<file path="config.mk">
export PLATFORM = sky130hd
export DESIGN_NAME = file_url_path_decoder
export DESIGN_NICKNAME = d
export VERILOG_FILES = /design/src/fupd_pkg.sv /design/src/fupd_front.sv /design/src/fupd_queue.sv /design/src/fupd_back.sv /design/src/file_url_path_decoder.sv
export SDC_FILE = /design/constraint.sdc
export NUM_CORES = 1
export LEC_CHECK = 0
export ABC_AREA = 1
export BUFFER_PORTS_ARGS = -buffer_cell sky130_fd_sc_hd__buf_2
export CAP_MARGIN = 30
export CELL_PAD_IN_SITES_DETAIL_PLACEMENT = 0
export CELL_PAD_IN_SITES_GLOBAL_PLACEMENT = 1
export CORE_MARGIN = 2
export CORE_UTILIZATION = 50
export CTS_BUF_LIST = sky130_fd_sc_hd__clkbuf_16
export DETAILED_ROUTE_END_ITERATION = 8
export PLACE_DENSITY_LB_ADDON = 0.1
export SETUP_SLACK_MARGIN = 0.02
export SYNTH_ARGS = -nofsm -noshare
export SYNTH_HDL_FRONTEND = slang
export SYNTH_SLANG_ARGS = --single-unit
</file>
<file path="constraint.sdc">
create_clock -name clk -period 5.4 [get_ports clk]
set_input_delay 1.08 -clock clk [delete_from_list [all_inputs] [get_ports clk]]
set_output_delay 1.08 -clock clk [all_outputs]
set_load 0.02 [all_outputs]
</file>
<file path="src/fupd_pkg.sv">
`default_nettype none

package fupd_pkg;

  // Longest extension, in bytes, that is kept for the markdown check.
  localparam int MAX_EXTENSION_CHARS = 8;
  localparam int EXT_LEN_W = $clog2(MAX_EXTENSION_CHARS + 1);
  localparam int EXT_IDX_W = $clog2(MAX_EXTENSION_CHARS);

  // Transactions that may wait between the front and the back part.
  localparam int QUEUE_DEPTH = 4;
  localparam int QUEUE_PTR_W = $clog2(QUEUE_DEPTH);

  localparam int PREFIX_LEN = 8;
  localparam logic [0:PREFIX_LEN-1][7:0] URL_PREFIX = "file:///";

  localparam logic [7:0] CH_PERCENT   = 8'h25;
  localparam logic [7:0] CH_HASH      = 8'h23;
  localparam logic [7:0] CH_QUESTION  = 8'h3F;
  localparam logic [7:0] CH_SLASH     = 8'h2F;
  localparam logic [7:0] CH_BACKSLASH = 8'h5C;
  localparam logic [7:0] CH_DOT       = 8'h2E;
  localparam logic [7:0] CH_NUL       = 8'h00;

  // Stop codes of the front part.
  localparam logic [1:0] SCAN_RUN    = 2'd0;
  localparam logic [1:0] SCAN_STOP   = 2'd1;
  localparam logic [1:0] SCAN_REJECT = 2'd2;

  // Escape phases of the front part.
  localparam logic [1:0] ESC_NONE    = 2'd0;
  localparam logic [1:0] ESC_PERCENT = 2'd1;
  localparam logic [1:0] ESC_DIGIT   = 2'd2;

  // Extension flags.
  localparam logic [2:0] FLAG_NAME_FRONT = 3'b001;
  localparam logic [2:0] FLAG_SEP_AFTER  = 3'b010;
  localparam logic [2:0] FLAG_OVERFLOW   = 3'b100;

  // Work that one input transaction hands to the back part: up to three
  // path bytes in order, then an optional verdict.
  typedef struct packed {
    logic [1:0]      count;
    logic [2:0][7:0] bytes;
    logic            verdict;
    logic            fail;
  } bundle_t;

  typedef logic [MAX_EXTENSION_CHARS-1:0][7:0] ext_chars_t;

  function automatic logic is_hex(input logic [7:0] c);
    return (c >= "0" && c <= "9") || (c >= "a" && c <= "f") || (c >= "A" && c <= "F");
  endfunction

  function automatic logic [3:0] hex_val(input logic [7:0] c);
    logic [7:0] v;
    if (c >= "0" && c <= "9") begin
      v = c - 8'h30;
    end else if (c >= "a" && c <= "f") begin
      v = c - 8'h57;
    end else begin
      v = c - 8'h37;
    end
    return v[3:0];
  endfunction

  function automatic logic [7:0] lower_ascii(input logic [7:0] c);
    return (c >= "A" && c <= "Z") ? c + 8'd32 : c;
  endfunction

  // Compares the stored extension with one pattern of n characters,
  // first character in the top byte of pat.
  function automatic logic ext_is(input ext_chars_t chars, input logic [EXT_LEN_W-1:0] len,
                                  input logic [63:0] pat, input int n);
    logic ok;
    ok = (len == EXT_LEN_W'(n));
    for (int i = 0; i < 8; i++) begin
      if (i < n && chars[i] != pat[63-8*i -: 8]) begin
        ok = 1'b0;
      end
    end
    return ok;
  endfunction

  function automatic logic ext_is_markdown(input ext_chars_t chars,
                                           input logic [EXT_LEN_W-1:0] len);
    return ext_is(chars, len, {"md", 48'd0}, 2) ||
           ext_is(chars, len, "markdown", 8) ||
           ext_is(chars, len, {"mdown", 24'd0}, 5) ||
           ext_is(chars, len, {"mkd", 40'd0}, 3) ||
           ext_is(chars, len, {"mdwn", 32'd0}, 4);
  endfunction

endpackage

`default_nettype wire

</file>
<file path="src/fupd_front.sv">
`default_nettype none

module fupd_front
  import fupd_pkg::*;
(
  input  wire logic       clk,
  input  wire logic       rst,
  input  wire logic       in_valid,
  output logic            in_ready,
  input  wire logic [7:0] in_byte,
  input  wire logic       end_of_string,
  input  wire logic       queue_full,
  output logic            push,
  output bundle_t         push_data
);

  logic [3:0] prefix_position, prefix_position_next;
  logic [1:0] escape_phase, escape_phase_next;
  logic [7:0] held_hex_char, held_hex_char_next;
  logic [1:0] stopped_or_rejected, stopped_or_rejected_next;

  logic       take;
  bundle_t    bun;
  logic [1:0] cnt;
  logic       do_plain;
  logic [7:0] decoded;

  assign in_ready = !queue_full;
  assign take     = in_valid && in_ready;

  // Classify the byte: prefix match, escape decode, stop and reject.
  always_comb begin
    prefix_position_next     = prefix_position;
    escape_phase_next        = escape_phase;
    held_hex_char_next       = held_hex_char;
    stopped_or_rejected_next = stopped_or_rejected;
    bun      = '0;
    cnt      = 2'd0;
    do_plain = 1'b0;
    decoded  = {hex_val(held_hex_char), hex_val(in_byte)};

    if (stopped_or_rejected != SCAN_RUN) begin
      // Ignore the rest of the string.
    end else if (prefix_position < 4'(PREFIX_LEN)) begin
      if (in_byte != URL_PREFIX[prefix_position[2:0]]) begin
        stopped_or_rejected_next = SCAN_REJECT;
      end else begin
        prefix_position_next = prefix_position + 4'd1;
      end
    end else if (escape_phase == ESC_PERCENT) begin
      if (is_hex(in_byte) && !end_of_string) begin
        held_hex_char_next = in_byte;
        escape_phase_next  = ESC_DIGIT;
      end else begin
        escape_phase_next = ESC_NONE;
        bun.bytes[cnt]    = CH_PERCENT;
        cnt               = cnt + 2'd1;
        do_plain          = 1'b1;
      end
    end else if (escape_phase == ESC_DIGIT) begin
      escape_phase_next = ESC_NONE;
      if (is_hex(in_byte)) begin
        if (decoded == CH_NUL) begin
          stopped_or_rejected_next = SCAN_REJECT;
        end else begin
          bun.bytes[cnt] = decoded;
          cnt            = cnt + 2'd1;
        end
      end else begin
        // The held digit is an ordinary byte and goes out as it is.
        bun.bytes[cnt] = CH_PERCENT;
        cnt            = cnt + 2'd1;
        bun.bytes[cnt] = held_hex_char;
        cnt            = cnt + 2'd1;
        do_plain       = 1'b1;
      end
    end else begin
      do_plain = 1'b1;
    end

    // Ordinary path byte with no escape pending.
    if (do_plain) begin
      if (in_byte == CH_HASH || in_byte == CH_QUESTION) begin
        stopped_or_rejected_next = SCAN_STOP;
      end else if (in_byte == CH_PERCENT && !end_of_string) begin
        escape_phase_next = ESC_PERCENT;
      end else if (in_byte == CH_NUL) begin
        stopped_or_rejected_next = SCAN_REJECT;
      end else begin
        bun.bytes[cnt] = (in_byte == CH_SLASH) ? CH_BACKSLASH : in_byte;
        cnt            = cnt + 2'd1;
      end
    end

    bun.count = cnt;

    // The final byte closes the string and clears all state.
    if (end_of_string) begin
      bun.verdict = 1'b1;
      bun.fail    = (stopped_or_rejected_next == SCAN_REJECT) ||
                    (prefix_position_next < 4'(PREFIX_LEN));
      prefix_position_next     = '0;
      escape_phase_next        = ESC_NONE;
      held_hex_char_next       = '0;
      stopped_or_rejected_next = SCAN_RUN;
    end
  end

  assign push      = take && (cnt != 2'd0 || end_of_string);
  assign push_data = bun;

  // State registers.
  always_ff @(posedge clk) begin
    if (rst) begin
      prefix_position     <= '0;
      escape_phase        <= ESC_NONE;
      held_hex_char       <= '0;
      stopped_or_rejected <= SCAN_RUN;
    end else if (take) begin
      prefix_position     <= prefix_position_next;
      escape_phase        <= escape_phase_next;
      held_hex_char       <= held_hex_char_next;
      stopped_or_rejected <= stopped_or_rejected_next;
    end
  end

endmodule

`default_nettype wire

</file>
<file path="src/fupd_queue.sv">
`default_nettype none

module fupd_queue
  import fupd_pkg::*;
(
  input  wire logic    clk,
  input  wire logic    rst,
  input  wire logic    push,
  input  wire bundle_t push_data,
  output logic         full,
  input  wire logic    pop,
  output logic         empty,
  output bundle_t      head
);

  bundle_t                entries [QUEUE_DEPTH];
  logic [QUEUE_PTR_W:0]   wr_ptr;
  logic [QUEUE_PTR_W:0]   rd_ptr;

  assign empty = (wr_ptr == rd_ptr);
  assign full  = (wr_ptr[QUEUE_PTR_W] != rd_ptr[QUEUE_PTR_W]) &&
                 (wr_ptr[QUEUE_PTR_W-1:0] == rd_ptr[QUEUE_PTR_W-1:0]);
  assign head  = entries[rd_ptr[QUEUE_PTR_W-1:0]];

  // Pointers.
  always_ff @(posedge clk) begin
    if (rst) begin
      wr_ptr <= '0;
      rd_ptr <= '0;
    end else begin
      if (push && !full) begin
        wr_ptr <= wr_ptr + 1'b1;
      end
      if (pop && !empty) begin
        rd_ptr <= rd_ptr + 1'b1;
      end
    end
  end

  // Storage.
  always_ff @(posedge clk) begin
    if (push && !full) begin
      entries[wr_ptr[QUEUE_PTR_W-1:0]] <= push_data;
    end
  end

endmodule

`default_nettype wire

</file>
<file path="src/fupd_back.sv">
`default_nettype none

module fupd_back
  import fupd_pkg::*;
(
  input  wire logic    clk,
  input  wire logic    rst,
  input  wire logic    queue_empty,
  input  wire bundle_t head,
  output logic         pop,
  output logic         out_valid,
  input  wire logic    out_ready,
  output logic         kind,
  output logic [7:0]   path_byte,
  output logic         accepted,
  output logic         last_of_run
);

  logic                 path_nonempty, path_nonempty_next;
  logic                 dot_seen, dot_seen_next;
  ext_chars_t           extension_chars;
  logic [EXT_LEN_W-1:0] extension_length, extension_length_next;
  logic [2:0]           extension_flags, extension_flags_next;
  logic                 previous_was_backslash, previous_was_backslash_next;
  logic [1:0]           idx;

  logic       step;
  logic       has_byte;
  logic [7:0] cur_byte;
  logic       is_last;
  logic       verdict_acc;
  logic       char_we;

  assign step     = !queue_empty && (!out_valid || out_ready);
  assign has_byte = (idx < head.count);
  assign cur_byte = has_byte ? head.bytes[idx] : 8'd0;
  assign is_last  = has_byte ? (idx == head.count - 2'd1) && !head.verdict : 1'b1;
  assign pop      = step && is_last;

  assign verdict_acc = !head.fail && path_nonempty && dot_seen &&
                       (extension_flags == FLAG_NAME_FRONT) &&
                       ext_is_markdown(extension_chars, extension_length);

  // Extension tracking for one path byte, or clearing after a verdict.
  always_comb begin
    path_nonempty_next          = path_nonempty;
    dot_seen_next               = dot_seen;
    extension_length_next       = extension_length;
    extension_flags_next        = extension_flags;
    previous_was_backslash_next = previous_was_backslash;
    char_we                     = 1'b0;
    if (has_byte) begin
      if (cur_byte == CH_DOT) begin
        dot_seen_next         = 1'b1;
        extension_flags_next  = (path_nonempty && !previous_was_backslash) ?
                                FLAG_NAME_FRONT : 3'b000;
        extension_length_next = '0;
      end else if (dot_seen) begin
        if (cur_byte == CH_BACKSLASH) begin
          extension_flags_next = extension_flags | FLAG_SEP_AFTER;
        end else if (extension_length < EXT_LEN_W'(MAX_EXTENSION_CHARS)) begin
          char_we               = 1'b1;
          extension_length_next = extension_length + 1'b1;
        end else begin
          extension_flags_next = extension_flags | FLAG_OVERFLOW;
        end
      end
      previous_was_backslash_next = (cur_byte == CH_BACKSLASH);
      path_nonempty_next          = 1'b1;
    end else begin
      path_nonempty_next          = 1'b0;
      dot_seen_next               = 1'b0;
      extension_length_next       = '0;
      extension_flags_next        = 3'b000;
      previous_was_backslash_next = 1'b0;
    end
  end

  // Control state and the output register.
  always_ff @(posedge clk) begin
    if (rst) begin
      path_nonempty          <= 1'b0;
      dot_seen               <= 1'b0;
      extension_length       <= '0;
      extension_flags        <= 3'b000;
      previous_was_backslash <= 1'b0;
      idx                    <= 2'd0;
      out_valid              <= 1'b0;
    end else begin
      if (step) begin
        path_nonempty          <= path_nonempty_next;
        dot_seen               <= dot_seen_next;
        extension_length       <= extension_length_next;
        extension_flags        <= extension_flags_next;
        previous_was_backslash <= previous_was_backslash_next;
        idx                    <= is_last ? 2'd0 : idx + 2'd1;
        out_valid              <= 1'b1;
      end else if (out_ready) begin
        out_valid <= 1'b0;
      end
    end
  end

  // Result payload and extension characters.
  always_ff @(posedge clk) begin
    if (step) begin
      kind        <= !has_byte;
      path_byte   <= cur_byte;
      accepted    <= has_byte ? 1'b0 : verdict_acc;
      last_of_run <= is_last;
      if (char_we) begin
        extension_chars[extension_length[EXT_IDX_W-1:0]] <= lower_ascii(cur_byte);
      end
    end
  end

endmodule

`default_nettype wire

</file>
<file path="src/file_url_path_decoder.sv">
// Channel | Direction | Handshake           | Payload
// input   | in        | in_valid, in_ready  | in_byte, end_of_string
// output  | out       | out_valid, out_ready| kind, path_byte, accepted, last_of_run
//
// The front part takes one URI byte per cycle while its four-entry queue has room.
// The back part sends one result per cycle while the output is not stalled, so a byte
// that causes k results (k is at most four) holds the back part until all k are sent;
// the results are built from its queue entry and held in the output register.
// Reset clears all control state.
// A stalled output fills the queue, and only then is in_ready dropped.
`default_nettype none

module file_url_path_decoder
  import fupd_pkg::*;
(
  input  wire logic       clk,
  input  wire logic       rst,
  input  wire logic       in_valid,
  output logic            in_ready,
  input  wire logic [7:0] in_byte,
  input  wire logic       end_of_string,
  output logic            out_valid,
  input  wire logic       out_ready,
  output logic            kind,
  output logic [7:0]      path_byte,
  output logic            accepted,
  output logic            last_of_run
);

  logic    push;
  bundle_t push_data;
  logic    queue_full;
  logic    queue_empty;
  logic    pop;
  bundle_t head;

  // Prefix check and escape decoding.
  fupd_front u_front (
    .clk           (clk),
    .rst           (rst),
    .in_valid      (in_valid),
    .in_ready      (in_ready),
    .in_byte       (in_byte),
    .end_of_string (end_of_string),
    .queue_full    (queue_full),
    .push          (push),
    .push_data     (push_data)
  );

  // Queue of decoded transactions.
  fupd_queue u_queue (
    .clk       (clk),
    .rst       (rst),
    .push      (push),
    .push_data (push_data),
    .full      (queue_full),
    .pop       (pop),
    .empty     (queue_empty),
    .head      (head)
  );

  // Result sequencing and extension check.
  fupd_back u_back (
    .clk         (clk),
    .rst         (rst),
    .queue_empty (queue_empty),
    .head        (head),
    .pop         (pop),
    .out_valid   (out_valid),
    .out_ready   (out_ready),
    .kind        (kind),
    .path_byte   (path_byte),
    .accepted    (accepted),
    .last_of_run (last_of_run)
  );

endmodule

`default_nettype wire
</file>
# Word level (Yosys, flattened, before mapping)
# Memories as Yosys holds them, arrays and structs flattened. A register that Yosys moved wholly into a read port is not among the register bits.
# Cells that the tools add are included.
# Widths: inputs -> output; s select.
dict set report op_classes {
  add_sub_neg 14
  n_mul 0
  n_div 0
  order_cmp 22
  eq_ne 44
  shift 0
  muxes 128
  bitwise_logic 1
  reduce_logical 54
}
# cell count
set op_table {}
lappend op_table {{$mux 8} 18}
lappend op_table {{$ne 8x7->1 const B} 16}
lappend op_table {{$mux 24} 4}
lappend op_table {{$mux 2} 34}
lappend op_table {{$bwmux 64} 1}
lappend op_table {{$mux 4} 13}
lappend op_table {{$mux 16} 3}
lappend op_table {{$mux 1} 45}
lappend op_table {{$eq 8x6->1 const B} 5}
lappend op_table {{$ge 8x7->1 const B} 4}
lappend op_table {{$le 8x7->1 const B} 4}
lappend op_table {{$bwmux 24} 1}
lappend op_table {{$demux 8 s3} 1}
lappend op_table {{$logic_and 1x1->1} 23}
lappend op_table {{$bmux 8 s2} 1}
lappend op_table {{$demux 8 s2} 1}
lappend op_table {{$ge 8x6->1 const B} 2}
lappend op_table {{$le 8x6->1 const B} 2}
lappend op_table {{$logic_not 8->1} 2}
lappend op_table {{$sub 4x3->4 const B} 4}
lappend op_table {{$mux 3} 5}
lappend op_table {{$lt 4x4->1 const B} 3}
lappend op_table {{$ne 3x3->1 const B} 4}
lappend op_table {{$logic_or 1x1->1} 10}
lappend op_table {{other kinds (33)} 57}
dict set report word_totals {
  regBits 110
  latch_bits 0
  ram_bits 112
  rom_bits 64
  inputBits 13
  output_inout_bits 13
  wordCells 292
  mem_count 2
}
# name words word_bits rd rd_clocked_by_memory_dff write_ports line_no
set mem_list {}
lappend mem_list {u_queue.entries 4 28 1 1 1 fupd_queue.sv:16} ;# bundle_t entries [QUEUE_DEPTH];
lappend mem_list {{(name not given)} 8 8 1 0 0 fupd_front.sv:45} ;# if (in_byte != URL_PREFIX[prefix_position[2:0]]) begin

# Longest topological paths before layout
# Gate-level depths: netlist (run 1).
dict set report logic_depth {
  depth_word 22
  mapped_depth 23
  mapped_depth_nobuf 22
}

# Hierarchy
# A second synthesis (run 1) with hierarchy kept.
dict set report hier_totals {
  hier_cells 1053
  area_unflattened_um2 10616.4
}
# mod n_inst cells_per_inst area_each_um2 seq_area_each_um2
set by_module_without_submodules {}
lappend by_module_without_submodules {fupd_queue 1 347 4639.4 3523.4}
lappend by_module_without_submodules {fupd_back 1 378 3962.6 2512.4}
lappend by_module_without_submodules {fupd_front 1 328 2014.4 320.3}

# Worst setup path before layout (run 1)
# No wires, ideal clock.
dict set report synth_timing {
  path_type {in2reg}
  startpoint {input in_byte[0]}
  endpoint {memory u_queue.entries[3][0] in the netlist's numbering (enable)}
  setup_time_ps 413
  t_arrival_ps 4080
  required_time_ps 4987
  slack_ps 907
  path_stages 18
  path_buffers 0
  cell_sequence {inv_1 > ha_1 > nor2_1 > o21ai_2 > nand2_4 > nand3_4 > nand2_4 > nor2_2 > nand2_1 > nand2_2 > inv_1 > ha_1 > nand2_1 > nand2_2 > nor2_2 > nand2_4 > nand2_4 > nor2_1}
}
# item line_no
set synth_lines {}
lappend synth_lines {{from (decl)} file_url_path_decoder.sv:20} ;# input wire logic [7:0] in_byte,
lappend synth_lines {{to (decl)} fupd_queue.sv:16}

# Worst setup path after layout (run 1)
dict set report layout_timing {
  startpoint {register u_back.idx[0]}
  endpoint {register u_back.extension_chars[56] in the netlist's numbering (enable)}
}
dict set report layout_between {
  elab_chain_cells 9
  word_cells_on_any_way 11
  classes_between {1 x order compare; 2 x eq/ne; 7 x mux; 1 x reduce/logical}
}
# item line_no
set layout_lines {}
lappend layout_lines {{from (decl)} fupd_back.sv:25} ;# logic [1:0] idx;
lappend layout_lines {{from (signal assigned)} fupd_back.sv:96} ;# idx <= is_last ? 2'd0 : idx + 2'd1;
lappend layout_lines {{$bmux 8 s2} fupd_back.sv:36} ;# assign cur_byte = has_byte ? head.bytes[idx] : 8'd0;
lappend layout_lines {{$mux 8 (not written as such)} fupd_back.sv:36}
lappend layout_lines {{$mux 8 (*)} fupd_back.sv:36}
lappend layout_lines {{via u_back.cur_byte[5]} fupd_back.sv:29} ;# logic [7:0] cur_byte;
lappend layout_lines {{$eq 8x7->1} fupd_back.sv:59} ;# if (cur_byte == CH_BACKSLASH) begin
lappend layout_lines {{$mux 1} fupd_back.sv:59}
lappend layout_lines {{$mux 1} fupd_back.sv:58} ;# end else if (dot_seen) begin
lappend layout_lines {{$mux 1 (*)} fupd_back.sv:53} ;# if (cur_byte == CH_DOT) begin
lappend layout_lines {{$mux 1 (*)} fupd_back.sv:52} ;# if (has_byte) begin
lappend layout_lines {{$reduce_and 2->1 (no line) (*)} n/a}
lappend layout_lines {{to (signal, indexed assignment)} fupd_back.sv:112} ;# extension_chars[extension_length[EXT_IDX_W-1:0]] <= lower_ascii(cur_byte);
lappend layout_lines {{to (decl)} fupd_back.sv:21} ;# ext_chars_t extension_chars;
# Mark *: on every way through the listed nets, which the timed path passes. The rest lies on a longest branch. The select of a mux whose other input is x is not followed.
# A chain may end at the register's enable or synchronous reset.

==> results of run 1 <==
report_power, final:
| part | leakage, nW | internal (W) | total, W | switching (W) |
|---|---|---|---|---|
| registers | 2.08 | 0.00220 | 0.00227 | 0.0000729 |
| logic | 2.10 | 0.000442 | 0.00171 | 0.00127 |
| clock network | 0.421 | 0.00113 | 0.00181 | 0.000680 |
how the worst max path moves through the flow:
stage	start	to	slack [ps]
finish	u_back.idx[0]	u_back.extension_chars[56]	1610
detailed placement	in_byte[0]	u_queue.entries[1][18]	1110
CTS	u_back.idx[0]	u_back.extension_chars[25]	1620
global placement	in_byte[0]	u_queue.entries[1][18]	1180
floorplan	in_byte[0]	u_queue.entries[3][0]	910
global route	u_back.idx[0]	u_back.extension_chars[25]	1330
registers in the layout (all words and copies together), names as in the netlist, 3 cells and up, named ones only:
signal	flops
u_queue.rd_ptr	3
u_back.extension_flags	3
u_queue.wr_ptr	3
u_front.held_hex_char	8
u_back.extension_length	4
u_back.extension_chars	64
u_back.path_byte	8
u_front.prefix_position	4
u_queue.entries	112
synth_stat cells (9+ instances only):
| master | instances | share of area, % |
|---|---|---|
| nand4_1 | 16 | 0.95 |
| buf_6 | 12 | 1.3 |
| o21ai_0 | 38 | 1.8 |
| nand2_2 | 17 | 1.0 |
| o22ai_1 | 9 | 0.53 |
| nand3_1 | 82 | 3.9 |
| nor2_1 | 99 | 3.5 |
| nor2_2 | 12 | 0.71 |
| ha_1 | 26 | 3.1 |
| nand2_1 | 229 | 8.1 |
| edfxtp_1 | 187 | 53 |
| o21ai_1 | 18 | 0.85 |
| inv_2 | 9 | 0.32 |
| dfxtp_1 | 37 | 7.0 |
| nor3_1 | 16 | 0.76 |
| a21oi_1 | 29 | 1.4 |
| inv_1 | 86 | 3.1 |
| buf_2 | 13 | 0.62 |
| xor2_1 | 11 | 0.91 |
area by class of cell:
| cell class | instances | share of cell area, % |
|---|---|---|
| Inverter | 97 | 3.129 |
| Multi-Input combinational cell | 677 | 30.62 |
| Timing Repair Buffer | 40 | 2.015 |
| Clock buffer | 25 | 5.303 |
| Tap cell | 275 | 2.917 |
| Sequential cell | 224 | 53.89 |
| Clock inverter | 18 | 2.132 |
kinds of logic after synthesis:
| group | share of synthesized area (%) |
|---|---|
| adder cells (fa/ha/maj) | 3.077 |
| AO/OA/AOI/OAI | 6.733 |
| buffers and inverters | 5.822 |
| AND/OR/NAND/NOR | 23.18 |
| XOR/XNOR | 1.077 |
| flip-flops | 60.11 |
routing by layer:
metal / global-route usage [%] / part of all wire, %
met1: 29.73 / 45
met5: 0 / 0
met2: 37.13 / 49
met3: 2.805 / 3.6
met4: 7.190 / 2.4
worst reg2reg max path, cell delays in order, from the launching register on:
cell and delay (ps):
dfxtp_1 780, inv_1 500, ha_1 340, inv_1 60, a21oi_2 60, buf_4 200
nand2_1 140, nor2_4 70, o21ai_1 140, nor2_1 80, nand2_2 120, nand2_2 100
nor2_2 140, nand3_2 130, nor3_2 570
per-stage QoR:
step / worst slack [ps] / std cells
6_report: 1606 / 1356
5_1_grt: 1329 / 1356
4_1_cts: 1617 / 1356
3_5_place_dp: 1108 / 1313
3_3_place_gp: 1180 / 1313
2_1_floorplan: 906.8 / 1030
layout by cell type, fill, tap and decap left out, drive strengths merged, types with 2 or more instances in the layout:
| cell type | netlist | layout |
|---|---|---|
| nor4 | 10 | 10 |
| nand3 | 88 | 88 |
| nor2 | 118 | 118 |
| nor3 | 20 | 20 |
| bufinv | 0 | 6 |
| clkinvlp | 0 | 4 |
| xnor2 | 2 | 2 |
| xor2 | 11 | 11 |
| nand2 | 251 | 251 |
| ha | 26 | 26 |
| a31oi | 4 | 4 |
| edfxtp | 187 | 187 |
| nor3b | 3 | 3 |
| or2 | 3 | 3 |
| clkinv | 0 | 5 |
| o211ai | 3 | 3 |
| and2 | 2 | 2 |
| o22ai | 9 | 9 |
| clkbuf | 5 | 25 |
| a21boi | 2 | 2 |
| buf | 27 | 40 |
| nand3b | 2 | 2 |
| dfxtp | 37 | 37 |
| o2111ai | 2 | 2 |
| inv | 97 | 100 |
| o21ai | 57 | 57 |
| a21oi | 37 | 37 |
| nand4 | 16 | 16 |
==> results.sh, run 1 <==
export IMPL_status="finished clean"
export IMPL_cts_clk_slew_worst_paths_ps=60
export IMPL_gr_total_overflow=0
export IMPL_ios=26
export IMPL_r2r_end="u_back.extension_chars[56]"
export IMPL_p_leak_nw=4.598
export IMPL_multi_input_area_sq_um=3612
export IMPL_grt_pass1_vias=6999
export IMPL_setup_violations=0
export IMPL_cp_depth=14
export IMPL_die_area_sq_um=22330
export IMPL_fin_nets=1103
export IMPL_hp_class="flop to flop"
export IMPL_post_synth_num_cell_types=55
export IMPL_async_reset_ff_share_pct=0
export IMPL_end_kind="flop"
export IMPL_hold_end="u_back.extension_flags[2]"
export IMPL_antenna_found_initial=0
export IMPL_die_w_um=149.4
export IMPL_hold_depth=2
export IMPL_tns_ps=0
export IMPL_clock_latency_ps=520
export IMPL_whs_ps=467.3
export IMPL_grt_usage_pct=22.02
export IMPL_regArea_sq_um=6357
export IMPL_fin_worst_skew_ps=11.35
export IMPL_first_iter_violations=350
export IMPL_peakVddDrop_uv=243.8
export IMPL_ys_flop_type="edfxtp_1"
export IMPL_area_delta_synth_final_pct=11.57
export IMPL_timing_slew_headroom_pct=50.20
export IMPL_vias_per_cell=5.307
export IMPL_grt_max_degree=51
export IMPL_worst_path_max_fanout=14
export IMPL_cap_violations=0
export IMPL_die_h_um=149.4
export IMPL_reg2reg_depth=14
export IMPL_crit_type="flop to flop"
export IMPL_std_cell_rows=53
export IMPL_n_antenna_cell=0
export IMPL_grt_pass1_wl_mm=37.89
export IMPL_netlist_area_sq_um=10570
export IMPL_post_cts_buffers=0
export IMPL_cts_inserted_buffers=24
export IMPL_r2r_setup_slack_ps=1610
export IMPL_routed_wl_mm=23.75
export IMPL_min_from="u_back.extension_flags[2]"
export IMPL_ys_warn_count=0
export IMPL_num_vias=7196
export IMPL_path_buf_inv=3
export IMPL_avgSynthCellArea_sq_um=10.27
export IMPL_hold_buffers=0
export IMPL_critPathRequiredTime_ps=5540
export IMPL_cts_tree="built"
export IMPL_final_cell_area_sq_um=11800
export IMPL_drc_errors=0
export IMPL_ant_nets=0
export IMPL_h_tree_depth=1
export IMPL_final_util_pct=56.48
export IMPL_seq_area_frac_synth_pct=60.11
export IMPL_p_per_area_nw_per_um2=490.3
export IMPL_finalHoldViolations=0
export IMPL_dpl_instance_area_sq_um=10920
export IMPL_path_cells="inv_1, ha_1, inv_1, a21oi_2, buf_4, nand2_1, nor2_4, o21ai_1, nor2_1, nand2_2, nand2_2, nor2_2, nand3_2, nor3_2"
export IMPL_ys_seq_elements=224
export IMPL_core_sq_um=20890
export IMPL_postCtsResizedCells=0
export IMPL_slew_violations=0
export IMPL_slowest_delay_ps=780
export IMPL_finalCriticalPeriod_ps=3794
export IMPL_dr_pass1_iters=5
export IMPL_reg2reg_from="u_back.idx[0]"
export IMPL_slowest_stage="dfxtp_1"
export IMPL_start_kind="flop"
export IMPL_finalCritPeriodShare_pct=70.26
export IMPL_rsz0062_at_grt="false"
export IMPL_synth_nets=1069
export IMPL_drive_gt1_share_pct=14.71
export IMPL_syn_inst=1030
export IMPL_port_buffers=25
export IMPL_start_util_pct=50.62
export IMPL_path_delay_family="simple AND/OR/NAND/NOR gates"
export IMPL_cts_root_buf="clkbuf_16"
export IMPL_wire_per_inst_um=17.51
export IMPL_finalPower_w=0.005785
export IMPL_worst_pin_slew_ps=739.1
export IMPL_critPathArrivalTime_ps=3940
export IMPL_max_clock_path_buffers=3
export IMPL_fillers=1879
export IMPL_fmax_mhz=263.6
export IMPL_clock_sinks=224
export IMPL_hpwl_mm=16.00
export IMPL_synth_edf_count=187
export IMPL_place_congestion=0.8377
(Power assumes the default switching activity.)
==> run 2, diff against run 1 <==
--- a/config.mk
+++ b/config.mk
@@ -11,7 +11,7 @@
 export CELL_PAD_IN_SITES_DETAIL_PLACEMENT = 0
 export CELL_PAD_IN_SITES_GLOBAL_PLACEMENT = 1
 export CORE_MARGIN = 2
-export CORE_UTILIZATION = 50
+export CORE_UTILIZATION = 45
 export CTS_BUF_LIST = sky130_fd_sc_hd__clkbuf_16
 export DETAILED_ROUTE_END_ITERATION = 8
 export PLACE_DENSITY_LB_ADDON = 0.1
==> constraint.sdc (replaced) <==
create_clock -name clk -period 3 [get_ports clk]
set_input_delay 0.6 -clock clk [delete_from_list [all_inputs] [get_ports clk]]
set_output_delay 0.6 -clock clk [all_outputs]
set_load 0.02 [all_outputs]
==> results.sh, run 2 (synthesis results as in run 1) <==
export IMPL_status="finished clean"
export IMPL_dp_worst_setup_slack_ps=-189.8
export IMPL_end_kind="flop"
export IMPL_p_per_area_nw_per_um2=827.6
export IMPL_peakVddDrop_uv=480.7
export IMPL_worst_pin_slew_ps=778.3
export IMPL_grt_max_degree=36
export IMPL_h_tree_depth=1
export IMPL_critPathRequiredTime_ps=3220
export IMPL_ant_nets=0
export IMPL_ios=26
export IMPL_fin_nets=1204
export IMPL_wl_met2_mm=12.89
export IMPL_fin_worst_skew_ps=14.42
export IMPL_setup_violations=0
export IMPL_start_kind="flop"
export IMPL_n_antenna_cell=0
export IMPL_final_common_cell="nand2_1"
export IMPL_drive_gt1_share_pct=24.43
export IMPL_cap_violations=0
export IMPL_fillers=2140
export IMPL_start_util_pct=45.46
export IMPL_finalCriticalPeriod_ps=2820
export IMPL_finalHoldViolations=0
export IMPL_grt_usage_pct=20.52
export IMPL_slew_violations=0
export IMPL_dpl_instance_area_sq_um=11860
export IMPL_hpwl_mm=17.88
export IMPL_first_iter_violations=414
export IMPL_finalCritPeriodShare_pct=94.01
export IMPL_cts_tree="built"
export IMPL_rsz0062_at_grt="false"
export IMPL_clock_latency_ps=510
export IMPL_place_congestion=0.8684
export IMPL_path_cells="inv_4, nand2_1, nand3_2, nand2_2, ha_4, a21oi_4, buf_12, buf_12, nand2_2, nor2_4, inv_2, nand2_4, nor2_1, nand2_2, nand2_4, nor2_4, nand3_4, nor3_4, buf_6"
export IMPL_met1_length_mm=10.50
export IMPL_cts_root_buf="clkbuf_16"
export IMPL_wl_met3_mm=1.124
export IMPL_die_w_um=157.3
export IMPL_hp_class="primary input to flop"
export IMPL_whs_ps=367.0
export IMPL_path_common_cell="nand2_2"
export IMPL_area_delta_synth_final_pct=21.94
export IMPL_largest_reg_flops=112
export IMPL_die_area_sq_um=24740
export IMPL_cts_inserted_buffers=24
export IMPL_final_cell_mix="222 x nand2_1, 187 x edfxtp_1, 96 x buf_4"
export IMPL_p_leak_nw=5.129
export IMPL_clock_sinks=224
export IMPL_std_cell_rows=56
export IMPL_finalWorstSetupSlack_ps=179.8
export IMPL_critPathArrivalTime_ps=3050
export IMPL_gr_total_overflow=0
export IMPL_cts_clk_slew_worst_paths_ps=60
export IMPL_die_h_um=157.3
export IMPL_highest_layer="met4"
export IMPL_port_buffers=25
export IMPL_worst_path_max_fanout=8
export IMPL_grt_pass1_vias=7286
export IMPL_num_vias=7444
export IMPL_fmax_mhz=354.6
export IMPL_crit_type="flop to flop"
export IMPL_slowest_stage="dfxtp_4"
export IMPL_grt_pass1_wl_mm=39.02
export IMPL_max_clock_path_buffers=3
export IMPL_routed_wl_mm=24.94
export IMPL_vias_per_cell=4.956
export IMPL_drc_errors=0
export IMPL_final_cell_area_sq_um=12890
export IMPL_antenna_found_initial=0
export IMPL_slowest_delay_ps=390
export IMPL_r2r_setup_slack_ps=180
export IMPL_dr_pass1_iters=5
export IMPL_wire_per_inst_um=16.60
export IMPL_timing_slew_headroom_pct=46.77
export IMPL_core_sq_um=23260
==> run 2: worst paths after layout <==
| path | from | endpoint | cells past startpoint |
|---|---|---|---|
| min reg2reg | u_back.previous_was_backslash | u_back.previous_was_backslash | 2 |
| max reg2reg | flop | u_back.extension_chars[40] | 19 |
| max | flop | u_back.extension_chars[40] | 19 |
| min | out_ready | u_back.out_valid | 4 |
==> run 2: power breakdown <==
part / leakage (nW) / switching (W) / internal (W)
registers: 2.08 / 0.0000996 / 0.00396
logic: 2.70 / 0.00253 / 0.00134
clock network: 0.353 / 0.00116 / 0.00159
==> run 2: repair_timing <==
action / CTS / global route
setup buffers: 0 / 5
gates cloned: 0 / 4
hold buffers: 0 / 0
gates resized for setup: 2 / 41
pin swaps: 0 / 10
endpoints found under the setup margin: 12 / 272
==> run 2: final cells by class <==
cell class | count | area, sq um | share of cell area [%]
well taps | 319 | 399.1 | 3.096
flip-flops and latches | 224 | 6366 | 49.37
repair buffers | 141 | 1191 | 9.238
clock inverters | 19 | 122.6 | 0.9510
multi-input cells | 677 | 3807 | 29.53
clock buffers | 25 | 625.6 | 4.852
inverters | 97 | 381.6 | 2.960
==> run 2: per-layer routing <==
| metal | track usage, % | up-vias |
|---|---|---|
| li1 | - | 3803 |
| met1 | 26.08 | 3470 |
| met2 | 37.49 | 138 |
| met3 | 2.395 | 33 |
| met4 | 4.675 | 0 |
| met5 | 0 | - |
==> run 2: stage by stage <==
| stage | total power [W] | utilization [%] | TNS [ps] | cells |
|---|---|---|---|---|
| 2_1_floorplan | 0.006413 | - | -24400 | 1030 |
| 3_3_place_gp | 0.007712 | 51.00 | -18910 | 1449 |
| 3_5_place_dp | 0.007724 | 51.00 | -20970 | 1449 |
| 4_1_cts | 0.01048 | 54.22 | 0 | 1493 |
| 5_1_grt | 0.01133 | 55.43 | 0 | 1502 |
| 6_report | 0.01067 | 55.43 | 0 | 1502 |
==> run 2: worst max-delay path: cells and delay by family, from the launching register on <==
kind,cells,cell delay (ps)
simple gates,12,1220
compound gates,1,160
flops,1,390
buf+inv,5,530
fa+ha+maj,1,210
==> run 3, diff against run 2 <==
--- a/config.mk
+++ b/config.mk
@@ -6,13 +6,14 @@
 export NUM_CORES = 1
 export LEC_CHECK = 0
 export ABC_AREA = 1
-export BUFFER_PORTS_ARGS = -buffer_cell sky130_fd_sc_hd__buf_2
+export BUFFER_PORTS_ARGS = -buffer_cell sky130_fd_sc_hd__clkbuf_2
 export CAP_MARGIN = 30
 export CELL_PAD_IN_SITES_DETAIL_PLACEMENT = 0
 export CELL_PAD_IN_SITES_GLOBAL_PLACEMENT = 1
 export CORE_MARGIN = 2
 export CORE_UTILIZATION = 45
 export CTS_BUF_LIST = sky130_fd_sc_hd__clkbuf_16
+export CTS_CLUSTER_DIAMETER = 80
 export DETAILED_ROUTE_END_ITERATION = 8
 export PLACE_DENSITY_LB_ADDON = 0.1
 export SETUP_SLACK_MARGIN = 0.02
==> results.sh, run 3 (synthesis results as in run 1) <==
export IMPL_status="finished clean"
export IMPL_ant_nets=0
export IMPL_ios=26
export IMPL_vias_per_cell=4.971
export IMPL_power_switching_w=0.003754
export IMPL_h_tree_depth=1
export IMPL_rsz0062_at_grt="true"
export IMPL_cap_violations=0
export IMPL_switching_share_pct=34.86
export IMPL_crit_type="flop to flop"
export IMPL_startpoint="u_front.held_hex_char[0]"
export IMPL_slowest_stage="dfxtp_4"
export IMPL_die_w_um=157.3
export IMPL_final_cell_area_sq_um=13120
export IMPL_num_vias=7501
export IMPL_multi_input_area_sq_um=3905
export IMPL_hp_class="primary input to flop"
export IMPL_p_clk_share_pct=27.9
export IMPL_std_cell_rows=56
export IMPL_fin_worst_skew_ps=8.471
export IMPL_path_cells="inv_4, ha_4, nor2_4, o21ai_2, nand2_2, nand2_2, and2_4, nand2_4, nor2_4, nand2_2, nand2_2, nand2_2, inv_2, ha_4, nand2_1, nand2_2, nor2_2, nand2_4, nand2_8, buf_12, nor2_4, clkbuf_16"
export IMPL_hpwl_mm=17.75
export IMPL_cts_root_buf="clkbuf_16"
export IMPL_grt_usage_pct=20.62
export IMPL_dpl_instance_area_sq_um=11890
export IMPL_final_cell_mix="218 x nand2_1, 187 x edfxtp_1, 105 x buf_4"
export IMPL_place_congestion=0.8986
export IMPL_setup_violations=0
export IMPL_p_leak_nw=5.236
export IMPL_dp_worst_setup_slack_ps=-199.5
export IMPL_cts_tree="built"
export IMPL_n_antenna_cell=0
export IMPL_finalHoldViolations=0
export IMPL_cts_inserted_buffers=24
export IMPL_reg2reg_from="u_front.held_hex_char[0]"
export IMPL_seq_power_share_pct=37.6
export IMPL_finalCriticalPeriod_ps=2964
export IMPL_cts_clk_slew_worst_paths_ps=60
export IMPL_clock_sinks=224
export IMPL_fillers=2103
export IMPL_drive_gt1_share_pct=25.80
export IMPL_fmax_mhz=337.4
export IMPL_routed_wl_mm=25.68
export IMPL_hold_buffers=0
export IMPL_internal_power_w=0.007014
export IMPL_slew_violations=0
export IMPL_path_common_cell="nand2_2"
export IMPL_dr_pass1_iters=5
export IMPL_final_util_pct=56.42
export IMPL_area_delta_synth_final_pct=24.12
export IMPL_dp_cells=1452
export IMPL_die_area_sq_um=24740
export IMPL_peakVddDrop_uv=439.2
export IMPL_p_per_area_nw_per_um2=820.5
export IMPL_drc_errors=0
export IMPL_p_comb_share_pct=34.5
export IMPL_start_kind="flop"
export IMPL_die_h_um=157.3
export IMPL_largest_reg_flops=112
export IMPL_first_iter_violations=477
export IMPL_finalWorstSetupSlack_ps=36.25
export IMPL_port_buffers=25
export IMPL_end_kind="flop"
export IMPL_max_clock_path_buffers=3
export IMPL_finalCritPeriodShare_pct=98.79
export IMPL_fin_nets=1212
export IMPL_critPathRequiredTime_ps=3220
export IMPL_path_delay_family="simple AND/OR/NAND/NOR gates"
export IMPL_gr_total_overflow=0
export IMPL_finalPower_w=0.01077
export IMPL_grt_pass1_vias=7439
export IMPL_start_util_pct=45.46
export IMPL_r2r_setup_slack_ps=40
export IMPL_worst_path_max_fanout=7
export IMPL_core_sq_um=23260
export IMPL_antenna_found_initial=0
export IMPL_regArea_sq_um=6366
export IMPL_wire_per_inst_um=17.02
export IMPL_worst_pin_slew_ps=750.0
export IMPL_final_cells=1509
export IMPL_min_from="out_ready"
export IMPL_grt_pass1_wl_mm=39.49
export IMPL_slowest_delay_ps=380
export IMPL_critPathArrivalTime_ps=3190
export IMPL_timing_slew_headroom_pct=48.71
export IMPL_final_common_cell="nand2_1"
export IMPL_clock_latency_ps=510
export IMPL_path_buf_inv=4
export IMPL_grt_max_degree=33
==> run 3: changes by cell type in the layout (fill, tap and decap cells not counted), moves of 3 or more <==
cell | previous run | this run
buf_2 | 25 | 0
buf_4 | 96 | 105
bufinv_16 | 1 | 4
clkbuf_2 | 0 | 24
clkinv_1 | 9 | 4
clkinvlp_4 | 6 | 3
ha_1 | 23 | 20
ha_4 | 2 | 6
nand2_1 | 222 | 218
nand2_2 | 21 | 26
nand3_2 | 5 | 2
==> run 3: power by group through the flow <==
stage	logic, W	registers, W	clock network, W
4_1_cts	0.00361	0.00405	0.00306
3_5_place_dp	0.00359	0.00411	0
6_report	0.00372	0.00405	0.00300
2_1_floorplan	0.00222	0.00419	0
5_1_grt	0.00414	0.00408	0.00319
3_3_place_gp	0.00359	0.00411	0
==> run 3: repair_timing <==
action                     CTS  global route
pin swaps                    0            18
gates resized for setup      2            62
cloned                       0             6
setup endpoints to repair   84           283
setup buffers                0             8
==> run 3: path summary, 6_finish.rpt <==
kind	endpoint	cells past startpoint
worst max-delay path	u_queue.entries[3][20]	22
worst max register to register	u_queue.entries[3][20]	22
worst min-delay path	u_back.out_valid	4
worst min register to register	u_back.extension_flags[1]	2
==> run 3: worst register-to-register path, cell delays in order, from the launching register on <==
cell and delay, ps:
dfxtp_4 380, inv_4 40, ha_4 150, nor2_4 90, o21ai_2 80, nand2_2 150, nand2_2 60, and2_4 150
nand2_4 70, nor2_4 40, nand2_2 70, nand2_2 60, nand2_2 70, inv_2 50, ha_4 240, nand2_1 50
nand2_2 80, nor2_2 50, nand2_4 90, nand2_8 60, buf_12 140, nor2_4 270, clkbuf_16 240
==> run 3: layout make-up <==
cell class / count / share of cell area [%]
Clock inverter: 18 / 1.411
Multi-Input combinational cell: 677 / 29.76
Inverter: 97 / 2.927
Tap cell: 319 / 3.041
Timing Repair Buffer: 149 / 9.591
Clock buffer: 25 / 4.767
Sequential cell: 224 / 48.51
==> run 3: stage by stage <==
stage,setup TNS (ps),hold WS (ps)
finish,0,366.4
detailed placement,-22020,456.0
global placement,-17610,450.1
floorplan,-24400,436.2
CTS,0,355.4
global route,-5505,386.7
==> run 3: layer usage <==
| metal | up-vias | part of all wire [%] | wire [um] | track usage [%] |
|---|---|---|---|---|
| li1 | 3824 | - | - | - |
| met1 | 3498 | 43 | 11110 | 26.32 |
| met2 | 142 | 51 | 13010 | 37.08 |
| met3 | 37 | 4.1 | 1054 | 2.616 |
| met4 | 0 | 2.0 | 505 | 5.325 |
| met5 | - | 0 | 0 | 0 |
